===== src/hw/rtl/sfram_pkg.sv =====
package sfram_pkg;

	localparam int ADDR_BITS = 11;
	localparam int MEM_DEPTH = 1 << ADDR_BITS;

	localparam logic [7:0] OP_WRSR  = 8'h01;
	localparam logic [7:0] OP_WRITE = 8'h02;
	localparam logic [7:0] OP_READ  = 8'h03;
	localparam logic [7:0] OP_WRDI  = 8'h04;
	localparam logic [7:0] OP_RDSR  = 8'h05;
	localparam logic [7:0] OP_WREN  = 8'h06;

	localparam logic [7:0] ST_WPEN = 8'h80;
	localparam logic [7:0] ST_BP   = 8'h0C;

	typedef enum logic [4:0] {
		PH_OPCODE  = 5'b00001,
		PH_ADDR_HI = 5'b00010,
		PH_ADDR_LO = 5'b00100,
		PH_DATA    = 5'b01000,
		PH_IGNORE  = 5'b10000
	} phase_t;

	// memory access asked for by the frame parser
	typedef struct packed {
		logic                 we;
		logic                 re;
		logic [ADDR_BITS-1:0] addr;
		logic [7:0]           wdata;
	} mem_req_t;

	// result of one transaction, miso taken from memory when from_mem is set
	typedef struct packed {
		logic       from_mem;
		logic [7:0] miso;
		logic       stored;
		logic       latch;
	} res_t;

	function automatic logic [7:0] status_byte(logic wpen, logic [1:0] bp, logic wel);
		status_byte = {wpen, 3'b000, bp, wel, 1'b0};
	endfunction

	function automatic logic is_protected(logic [1:0] bp, logic [ADDR_BITS-1:0] addr);
		logic res;
		res = 1'b0;
		case (bp)
			2'b01:   res = (addr[ADDR_BITS-1:ADDR_BITS-2] == 2'b11);
			2'b10:   res = addr[ADDR_BITS-1];
			2'b11:   res = 1'b1;
			default: res = 1'b0;
		endcase
		is_protected = res;
	endfunction

endpackage


===== src/hw/rtl/sfram_ctrl.sv =====
module sfram_ctrl (
	input  logic                clk,
	input  logic                arst_n,
	input  logic                acc,
	input  logic                command,
	input  logic [7:0]          mosi_byte,
	output sfram_pkg::mem_req_t req,
	output sfram_pkg::res_t     res
);
	import sfram_pkg::*;

	phase_t               phase_q, phase_d;
	logic [7:0]           op_q, op_d;
	logic [ADDR_BITS-1:0] addr_q, addr_d;
	logic                 wel_q, wel_d;
	logic [1:0]           bp_q, bp_d;
	logic                 wpen_q, wpen_d;
	logic [15:0]          hi_w, lo_w;
	logic [7:0]           bp_m;

	assign hi_w = {mosi_byte, 8'h00};
	assign lo_w = {8'h00, mosi_byte};
	assign bp_m = mosi_byte & ST_BP;

	always_comb begin
		phase_d = phase_q;
		op_d    = op_q;
		addr_d  = addr_q;
		wel_d   = wel_q;
		bp_d    = bp_q;
		wpen_d  = wpen_q;
		req     = '0;
		res     = '0;
		req.addr  = addr_q;
		req.wdata = mosi_byte;
		if (command) begin
			if (phase_q != PH_OPCODE && (op_q == OP_WRITE || op_q == OP_WRSR)) begin
				wel_d = 1'b0;
			end
			phase_d = PH_OPCODE;
		end else begin
			case (phase_q)
				PH_OPCODE: begin
					op_d = mosi_byte;
					case (mosi_byte)
						OP_WREN: begin
							wel_d   = 1'b1;
							phase_d = PH_IGNORE;
						end
						OP_WRDI: begin
							wel_d   = 1'b0;
							phase_d = PH_IGNORE;
						end
						OP_READ, OP_WRITE: phase_d = PH_ADDR_HI;
						OP_RDSR, OP_WRSR:  phase_d = PH_DATA;
						default:           phase_d = PH_IGNORE;
					endcase
				end
				PH_ADDR_HI: begin
					addr_d  = hi_w[ADDR_BITS-1:0];
					phase_d = PH_ADDR_LO;
				end
				PH_ADDR_LO: begin
					addr_d  = addr_q | lo_w[ADDR_BITS-1:0];
					phase_d = PH_DATA;
				end
				PH_DATA: begin
					case (op_q)
						OP_RDSR: res.miso = status_byte(wpen_q, bp_q, wel_q);
						OP_WRSR: begin
							if (wel_q) begin
								wpen_d = |(mosi_byte & ST_WPEN);
								bp_d   = bp_m[3:2];
							end
							phase_d = PH_IGNORE;
						end
						OP_READ: begin
							req.re       = 1'b1;
							res.from_mem = 1'b1;
							addr_d       = addr_q + 1'b1;
						end
						default: begin
							// write data phase: dropped without latch or in guarded region
							req.we     = wel_q && !is_protected(bp_q, addr_q);
							res.stored = req.we;
							addr_d     = addr_q + 1'b1;
						end
					endcase
				end
				default: ;
			endcase
		end
		res.latch = wel_d;
	end

	always_ff @(posedge clk or negedge arst_n) begin
		if (!arst_n) begin
			phase_q <= PH_OPCODE;
			op_q    <= '0;
			addr_q  <= '0;
			wel_q   <= 1'b0;
			bp_q    <= '0;
			wpen_q  <= 1'b0;
		end else if (acc) begin
			phase_q <= phase_d;
			op_q    <= op_d;
			addr_q  <= addr_d;
			wel_q   <= wel_d;
			bp_q    <= bp_d;
			wpen_q  <= wpen_d;
		end
	end

endmodule


===== config.mk =====
export PLATFORM = sky130hd
export DESIGN_NAME = sfram_ctrl
export DESIGN_NICKNAME = d
export VERILOG_FILES = /design/src/hw/rtl/sfram_pkg.sv /design/src/hw/rtl/sfram_ctrl.sv
export SDC_FILE = /design/constraint.sdc
export NUM_CORES = 1
export LEC_CHECK = 0
export BUFFER_PORTS_ARGS = -buffer_cell sky130_fd_sc_hd__buf_2
export CAP_MARGIN = 20
export CORE_MARGIN = 2
export CORE_UTILIZATION = 54
export CTS_CLUSTER_DIAMETER = 150
export CTS_CLUSTER_SIZE = 12
export DETAILED_ROUTE_END_ITERATION = 7
export PLACE_DENSITY = 0.8
export SLEW_MARGIN = 20
export SYNTH_ARGS = -nofsm -noshare
export SYNTH_HDL_FRONTEND = slang
export SYNTH_SLANG_ARGS = --single-unit

===== constraint.sdc =====
create_clock -name clk -period 2.7 [get_ports clk]
set_clock_uncertainty 0.15 [all_clocks]
set_input_delay 0.27 -clock clk [delete_from_list [all_inputs] [get_ports clk]]
set_output_delay 0.27 -clock clk [all_outputs]
set_load 0.03 [all_outputs]

==> impl_metrics.toml, run 1 <==
[outcome]
outcome = "finished clean"

[timing]
grt_setup_unrepaired = "false"
tightest_slew_ns = 0.643
finalMaxSlewViolations = 0
final.setup.tns_ns = 0
setup_viol = 0
min_period_ns = 2.57
fin_crit_sh = 0.951
relSlewSlack = 0.571
hold_viol = 0
max_freq_mhz = 389

[floorplan]
num_io_pins = 44
row_count = 21
die_y_um = 63.4
initial_core_util = 0.566
core-area_sq_um = 3360
die_w_um = 63.4
die_area_sq_um = 4020

[grt]
grt_pass1_vias = 1625
grt_pass1_wl_um = 7710
antenna_found_initial = 0
grt_start_max_net_pins = 29
track_usage = 0.242
overflow = 0

[drt]
drt_iter0_markers = 123
firstDrtPassIters = 5
wl_per_cell_um = 15.9
drc = 0
vias = 1777
via_per_inst = 6.13
drt.antenna.violating_nets = 0
drt_wl_total_um = 4610

[power_and_ir_drop]
ir_drop_v = 0.000249
p_per_area_nw_per_um2 = 547
power_mw = 1.18
leakage_nw = 0.958

[final_layout]
fin_nets = 258
diodes = 0
layout_common_cells = "buf_2 (37), dfrtp_1 (25), nand2_1 (16), nor2_1 (16)"
area_growth_pct = 13.8
final_common_cell = "buf_2"
drive_above_1_share = 0.311
post-route-util = 0.644

[synthesis]
ys_ff_latch = 28
synth_cells = 212
avgSynthCellArea_sq_um = 8.98
yosysUniqueCellTypes = 48
synth_area_sq_um = 1900
seq_area_frac_synth = 0.369
synth_warnings = 0

[placement]
port-buffer-count = 39
gp_congestion = 0.911
dp_hpwl_um = 3280

[clock_network]
cts_buffers = 3
clkTransAtPathRegs_ns = 0.16
root_buffer = "clkbuf_4"
cts_tree = "built"
h-tree-depth = 1
clk_path_buf_depth = 2
clock_latency_ns = 0.35
cts_sinks = 28

[setup_path]
worst-setup-path-type = "register to output port"
slowest_delay_ns = 0.53
startpoint_type = "register"
crit_path_cell_trace = "or4b_4, nor3_4, buf_4, nand3b_1, nor2_1, buf_2"
critPathCaptureType = "output port"
cp.required_ns = 2.28
critical_path.max_fanout = 6
worst_path_max_delay_cell = "or4b_4"
crit_arrival_ns = 2.15

[run]
cap_viol_max_count = 0

[worst_hold_path]
hp-class = "input port to register"
[stage by stage]
stage	cells	area, sq um	hold WS [ns]	setup WS [ns]
after floorplan	215	1930	-0.176	0.207
after global placement	281	2060	0.173	0.287
after detailed placement	281	2060	0.177	0.234
after CTS	286	2130	0.0261	0.0125
after global routing	290	2170	0.00201	0.000983
final	290	2170	0.0176	0.131
[cells in the mapped netlist (all sizes together)]
cell type   n  area, sq um
dfrtp      27          676
buf        19          148
nand2      17         63.8
nor2       16         60.1
mux2       14          169
a21oi      12         60.1
o21ai      12         60.1
nand3      10         50.1
nor3        7         40.0
inv         6         22.5
o311ai      6         52.6
and2        5         31.3
clkbuf      5         18.8
o31ai       5         37.5
a31oi       4         25.0
nand2b      4         25.0
or4         4         37.5
a22oi       3         22.5
and3        3         18.8
nand4       3         18.8
xor2        3         26.3
a2bb2oi     2         17.5
and4        2         17.5
mux2i       2         20.0
nor4        2         12.5
o22ai       2         12.5
or3         2         12.5
a2111oi     1         8.76
a211o       1         8.76
a211oi      1         7.51
a22o        1         8.76
and4bb      1         12.5
conb        1         3.75
dfstp       1         26.3
ha          1         12.5
nand3b      1         7.51
nor2b       1         6.26
nor4b       1         8.76
o2111ai     1         8.76
o211ai      1         7.51
or2         1         6.26
or4b        1         13.8
[path summary, 6_finish.rpt]
path	from	to	slack [ns]	cells past startpoint
min reg2reg	wpen_q	wpen_q	0.37	1
max reg2reg	phase_q[0]	addr_q[3]	0.26	7
min in group asynchronous	arst_n	addr_q[9]	0.31	2
max	phase_q[4]	res[10]	0.13	6
max in group asynchronous	arst_n	phase_q[4]	1.65	2
min	mosi_byte[4]	addr_q[4]	0.02	3
[worst max-delay path: cells and delay by family (launching register included)]
kind                   cells  cell delay (ns)
buffers and inverters      2             0.37
flip-flops                 1             0.47
AND/OR/NAND/NOR            4             0.96
[routing by layer]
metal  vias up  wire [um]  track usage
li1        833          -            -
met1       835       1950        0.329
met2        95       2150        0.383
met3        14        411       0.0464
met4         0         94       0.0870
met5         -          0            0
[cells by family (layout without fill, tap and decap cells)]
group / after synthesis / in the layout / synth area share
multiplexers: 16 / 16 / 0.0993
AO/OA/AOI/OAI: 52 / 52 / 0.178
AND/OR/NAND/NOR: 81 / 81 / 0.233
buffers and inverters: 30 / 59 / 0.0993
flip-flops: 28 / 28 / 0.369
adder cells (fa/ha/maj): 1 / 1 / 0.00657
other: 1 / 4 / 0.00197
XOR/XNOR: 3 / 3 / 0.0138
[report_power, final]
part / switching [mW] / internal (mW)
Combinational: 0.173 / 0.136
Clock: 0.137 / 0.151
Sequential: 0.0888 / 0.499
Total: 0.398 / 0.786
[final cells by class]
cell class / count / area (sq um)
Clock buffer: 3 / 22.5
Multi-Input combinational cell: 157 / 1050
Timing Repair Buffer: 49 / 278
Fill cell: 311 / 1200
Tap cell: 46 / 57.6
Clock inverter: 1 / 30.0
Sequential cell: 28 / 704
Inverter: 6 / 22.5
[state kept, by name (all words and copies together), names as in the netlist]
name,flops
addr_q,11
op_q,8
phase_q,5
bp_q,2
wel_q,1
wpen_q,1
[timing repair]
item / 4_1_cts / 5_1_grt
hold buffers: 1 / 0
pin swaps: 0 / 2
hold endpoints to repair: 27 / 0
resized for setup: 4 / 2
setup buffers: 0 / 4
setup endpoints to repair: 2 / 2
(Power assumes the default switching activity.)
==> run 2: changes to the inputs <==
--- a/config.mk
+++ b/config.mk
@@ -9,9 +9,9 @@
 export CAP_MARGIN = 20
 export CORE_MARGIN = 2
-export CORE_UTILIZATION = 54
+export CORE_UTILIZATION = 50
 export CTS_CLUSTER_DIAMETER = 150
 export CTS_CLUSTER_SIZE = 12
 export DETAILED_ROUTE_END_ITERATION = 7
-export PLACE_DENSITY = 0.8
+export PLACE_DENSITY = 0.75
 export SLEW_MARGIN = 20
 export SYNTH_ARGS = -nofsm -noshare
==> constraint.sdc (replaced) <==
create_clock -name clk -period 2.7 [get_ports clk]
set_clock_uncertainty 0.15 [all_clocks]
set_input_delay 0.405 -clock clk [delete_from_list [all_inputs] [get_ports clk]]
set_output_delay 0.405 -clock clk [all_outputs]
set_load 0.03 [all_outputs]
==> run 2 against run 1 <==
Net effect:
- the run now ends with hold timing left
- utilization shrank 4.7 points
- count of clock-buffer cells in the layout is the same
- clock power grew 17%
- worst hold slack lost 0.042 ns
- cell count grew 0.34%
- power grew 3.5%
- largest power group unchanged
- critical path type unchanged
==> impl_metrics.toml, run 2 (synthesis gave the netlist of run 1 again) <==
[clock_network]
clk_path_buf_depth = 2
cts_sinks = 28
cts_tree = "built"
root_buffer = "clkbuf_8"
clkTransAtPathRegs_ns = 0.10
clock_latency_ns = 0.28
cts_buffers = 3
h-tree-depth = 1
cts_hold_buf = 0

[floorplan]
row_count = 22
num_io_pins = 44
die_y_um = 65.7
die_w_um = 65.7
die_area_sq_um = 4320
core-area_sq_um = 3660
initial_core_util = 0.520

[placement]
place_inst = 285
gp_congestion = 0.870
port-buffer-count = 39
dp_hpwl_um = 3300
pre_cts_ws_ns = 0.152
place_area_sq_um = 2070

[run]
cap_viol_max_count = 0

[grt]
grt_start_max_net_pins = 29
overflow = 0
antenna_found_initial = 0
track_usage = 0.225
grt_pass1_vias = 1538
grt_pass1_wl_um = 7530

[worst_hold_path]
hp-class = "input port to async pin"

[timing]
setup_viol = 0
finalMaxSlewViolations = 0
hold_viol = 24
setup_ws_ns = 0.0996
tightest_slew_ns = 0.640
grt_setup_unrepaired = "true"
fin_crit_sh = 0.963
whs_ns = -0.0245
final.setup.tns_ns = 0
relSlewSlack = 0.573
min_period_ns = 2.60
max_freq_mhz = 385

[power_and_ir_drop]
power_mw = 1.23
internal_power_mw = 0.829
p_comb_frac = 0.248
switching_power_mw = 0.396
ir_drop_v = 0.000206
leakage_nw = 0.963
p_seq_frac = 0.475
p_sw_frac = 0.323
p_per_area_nw_per_um2 = 561
clkPwrFrac = 0.276

[setup_path]
path_delay_family = "simple AND/OR/NAND/NOR gates"
reg2reg_from = "phase_q[0]"
startpoint = "phase_q[0]"
cp.depth = 6
ff2ff_path_depth = 5
slowest_delay_ns = 0.56
reg2reg_slack_ns = 0.30
worst_path_max_delay_cell = "or4b_4"
crit_arrival_ns = 2.05
worst-setup-path-type = "register to output port"
crit_buf_inv = 2
critical_path.max_fanout = 3
critPathCapture = "res[9]"
cp.required_ns = 2.14
critPathMostFrequentCell = "buf_4"
critPathCaptureType = "output port"
crit_path_cell_trace = "or4b_4, nor3_4, buf_4, and3_1, and2_1, buf_4"
rr_endpoint = "wpen_q"
startpoint_type = "register"

[final_layout]
layout_common_cells = "buf_2 (34), dfrtp_1 (26), nand2_1 (16), nor2_1 (15), buf_4 (14)"
area_growth_pct = 14.9
stdcell_area_sq_um = 2190
registers.top_by_ff_count = "addr_q"
fin_nets = 257
diodes = 0
drive_above_1_share = 0.313
final_common_cell = "buf_2"
biggestRegsByFlops = "addr_q (11), op_q (8), phase_q (5)"
final_cells = 291
largest_reg_flops = 11

[drt]
drt_wl_total_um = 4500
drc = 0
vias = 1728
wl_per_cell_um = 15.5
drt_iter0_markers = 79
firstDrtPassIters = 4
drt.antenna.violating_nets = 0
via_per_inst = 5.94

[outcome]
outcome = "complete, but fails checks"
violations = "hold timing"
==> run 2: changes by cell type in the layout (fill, tap and decap cells not counted), moves of 3 or more <==
cell / before / now
buf_4: 11 / 14
clkbuf_8: 0 / 3
buf_2: 37 / 34
clkbuf_4: 3 / 0
==> run 2: what timing repair did <==
action	4_1_cts	5_1_grt
gates resized for setup	4	8
setup buffers	1	1
setup endpoints to repair	2	3
cloned	0	0
pin swaps	0	3
==> run 2: power by group through the flow <==
stage	clock, mW	combinational (mW)	sequential (mW)
after floorplan	0	0.205	0.598
after global placement	0	0.290	0.588
after detailed placement	0	0.295	0.592
after CTS	0.341	0.304	0.583
after global routing	0.361	0.335	0.592
final	0.338	0.304	0.583
==> run 2: worst min-delay path by stage <==
stage | endpoint | start | slack [ns]
floorplan | addr_q[0] | arst_n | -0.04
global placement | phase_q[4] | arst_n | 0.32
detailed placement | phase_q[4] | arst_n | 0.32
CTS | phase_q[4] | arst_n | 0.008
global route | wel_q | arst_n | 0.04
finish | phase_q[4] | arst_n | -0.02
==> run 2: per-stage QoR <==
stage,util,hold slack [ns]
6_report,0.597,-0.0245
5_1_grt,0.597,0.0415
4_1_cts,0.592,0.00761
3_5_place_dp,0.567,0.318
3_3_place_gp,0.567,0.317
2_1_floorplan,-,-0.0406
==> run 2: per-layer routing <==
| layer | vias to the layer above | global-route usage | share of wire |
|---|---|---|---|
| met5 | - | 0 | 0 |
| met4 | 0 | 0.0729 | 0.018 |
| met3 | 9 | 0.0360 | 0.061 |
| met2 | 62 | 0.341 | 0.45 |
| met1 | 828 | 0.327 | 0.47 |
| li1 | 829 | - | - |
==> run 2: cell type report <==
type	count	area [sq um]
repair buffers	48	275
inverters	6	22.5
flip-flops and latches	28	703
fillers	344	1480
well taps	48	60.1
clock inverters	1	30.0
multi-input cells	157	1050
clock buffers	3	41.3
==> run 3: changes to the inputs <==
- ABC_AREA: unset -> 1
- PLACE_DENSITY: 0.75 -> 0.74
==> run 3 against run 2 <==
Net effect:
- the flow still finishes with violations (hold timing)
- first-iteration DRC count fell by 1.3%
- critical path type unchanged
- clock power rose by 3%
- die area rose by 4.2%
- final area did not move
- synthesized cell count rose by 39%
- count of clock-buffer cells in the layout did not move
- largest cell class unchanged
==> impl_metrics.toml, run 3 <==
[clock_network]
root_buffer = "clkbuf_8"
clkTransAtPathRegs_ns = 0.11
cts_tree = "built"
cts_hold_buf = 0
cts_setup_buffers = 0
clk_path_buf_depth = 2
cts_buffers = 3
h-tree-depth = 1
cts_sinks = 28
clock_latency_ns = 0.28
cts_resized = 0

[power_and_ir_drop]
p_per_area_nw_per_um2 = 509
p_comb_frac = 0.221
power_mw = 1.11
internal_power_mw = 0.751
switching_power_mw = 0.363
p_seq_frac = 0.467
p_sw_frac = 0.326
leakage_nw = 1.22
ir_drop_v = 0.000233
clkPwrFrac = 0.313

[final_layout]
layout_common_cells = "nand2_1 (91), inv_1 (39), buf_2 (39), o21ai_0 (30), nand3_1 (29)"
drive_above_1_share = 0.192
diodes = 0
fin_nets = 337
registers.top_by_ff_count = "addr_q"
area_growth_pct = 9.94
stdcell_area_sq_um = 2190
post-route-util = 0.584
largest_reg_flops = 11
final_common_cell = "nand2_1"
biggestRegsByFlops = "addr_q (11), op_q (8), phase_q (5)"

[placement]
pre_cts_ws_ns = 0.600
place_area_sq_um = 2110
gp_congestion = 0.848
port-buffer-count = 39
dp_hpwl_um = 3330

[synthesis]
ys_ff_latch = 28
netlist_top_cells_count = "nand2_1 (91), inv_1 (39), o21ai_0 (30)"
synth_warnings = 0
yosysUniqueCellTypes = 28
synth_xor_area_frac = 0.00881
synth_compound_area_frac = 0.103
yosys.cell_count.top_type = "nand2_1"
seq_area_frac_synth = 0.353
synth_fa_ha_area_frac = 0.00629
synth_top_family_by_area = "simple AND/OR/NAND/NOR gates"
avgSynthCellArea_sq_um = 6.74
synthFlopType = "dfrtp_1"
synth_area_leaders = "dfrtp_1 (34%), nand2_1 (17%), o21ai_0 (7.6%)"
muxShareOfSynthArea = 0
synth_area_sq_um = 1990
yosysTopAreaCell = "dfrtp_1"
synth-simple-area-share = 0.376
synth_top_area_share = 0.340
synth_edf_count = 0
synth_cells = 295
synthArstFlopShare = 1.00

[drt]
wl_per_cell_um = 11.9
vias = 1873
drt_iter0_markers = 78
drt_wl_total_um = 4430
firstDrtPassIters = 4
drt.antenna.violating_nets = 0
via_per_inst = 5.05
drc = 0

[timing]
relSlewSlack = 0.568
fin_crit_sh = 0.896
whs_ns = -0.0187
tightest_slew_ns = 0.648
max_freq_mhz = 413
final.setup.tns_ns = 0
hold_viol = 27
setup_viol = 0
finalMaxSlewViolations = 0
min_period_ns = 2.42
setup_ws_ns = 0.280
grt_setup_unrepaired = "false"

[grt]
track_usage = 0.218
grt_pass1_wl_um = 7510
grt_pass1_vias = 1669
antenna_found_initial = 0
grt_start_max_net_pins = 29
overflow = 0

[outcome]
outcome = "complete, but fails checks"
violations = "hold timing"

[setup_path]
worst-setup-path-type = "register to output port"
critical_path.max_fanout = 5
ff2ff_path_depth = 11
reg2reg_from = "phase_q[0]"
cp.required_ns = 2.14
reg2reg_slack_ns = 0.85
rr_endpoint = "addr_q[6]"
crit_arrival_ns = 1.86
startpoint_type = "register"
critPathCaptureType = "output port"

[worst_hold_path]
hp-class = "input port to async pin"

[floorplan]
initial_core_util = 0.531
num_io_pins = 44
die_y_um = 67.1
core-area_sq_um = 3740
die_area_sq_um = 4500
row_count = 22
die_w_um = 67.1

[run]
cap_viol_max_count = 0
-- run 3: per-stage QoR --
step	instances	hold slack (ns)
after floorplan	298	-0.0406
after global placement	367	0.315
after detailed placement	367	0.322
after CTS	371	0.0150
after global routing	371	0.0541
final	371	-0.0187
-- run 3: worst max-delay path by stage --
stage	start	to
2_1_floorplan	phase_q[1]	res[1]
3_3_place_gp	phase_q[1]	req[20]
3_5_place_dp	phase_q[1]	res[1]
4_1_cts	phase_q[1]	res[1]
5_1_grt	phase_q[1]	res[1]
6_report	phase_q[1]	res[1]
-- run 3: final cells by class --
cell class | instances | area, sq um
Sequential cell | 28 | 702
Timing Repair Buffer | 39 | 195
Inverter | 43 | 161
Multi-Input combinational cell | 209 | 996
Clock buffer | 3 | 41.3
Clock inverter | 1 | 30.0
Fill cell | 383 | 1560
Tap cell | 48 | 60.1
-- run 3: cells by family after synthesis --
| kind of cell | after synthesis |
|---|---|
| adder cells (fa/ha/maj) | 1 |
| other | 1 |
| flip-flops | 28 |
| AND/OR/NAND/NOR | 164 |
| AO/OA/AOI/OAI | 38 |
| buffers and inverters | 61 |
| XOR/XNOR | 2 |
-- run 3: layer usage --
layer | global-route usage | up-vias | wire length [um]
met1 | 0.295 | 855 | 2080
met3 | 0.0203 | 5 | 203
met2 | 0.375 | 47 | 2110
met5 | 0 | - | 0
li1 | - | 966 | -
met4 | 0.0459 | 0 | 38
-- run 3: critical path, cell delays in order, from the launching register on --
cell and delay (ns):
dfrtp_1 0.43, nor2_1 0.13, nand2_1 0.07, inv_2 0.09
nand2_2 0.09, nor2_1 0.19, nand2_1 0.10, nor3_1 0.24
buf_2 0.24
-- run 3: power groups by stage --
stage	clock network (mW)	registers (mW)	logic, mW
finish	0.348	0.519	0.245
global route	0.357	0.528	0.278
CTS	0.342	0.519	0.248
detailed placement	0	0.527	0.247
global placement	0	0.524	0.241
floorplan	0	0.528	0.188
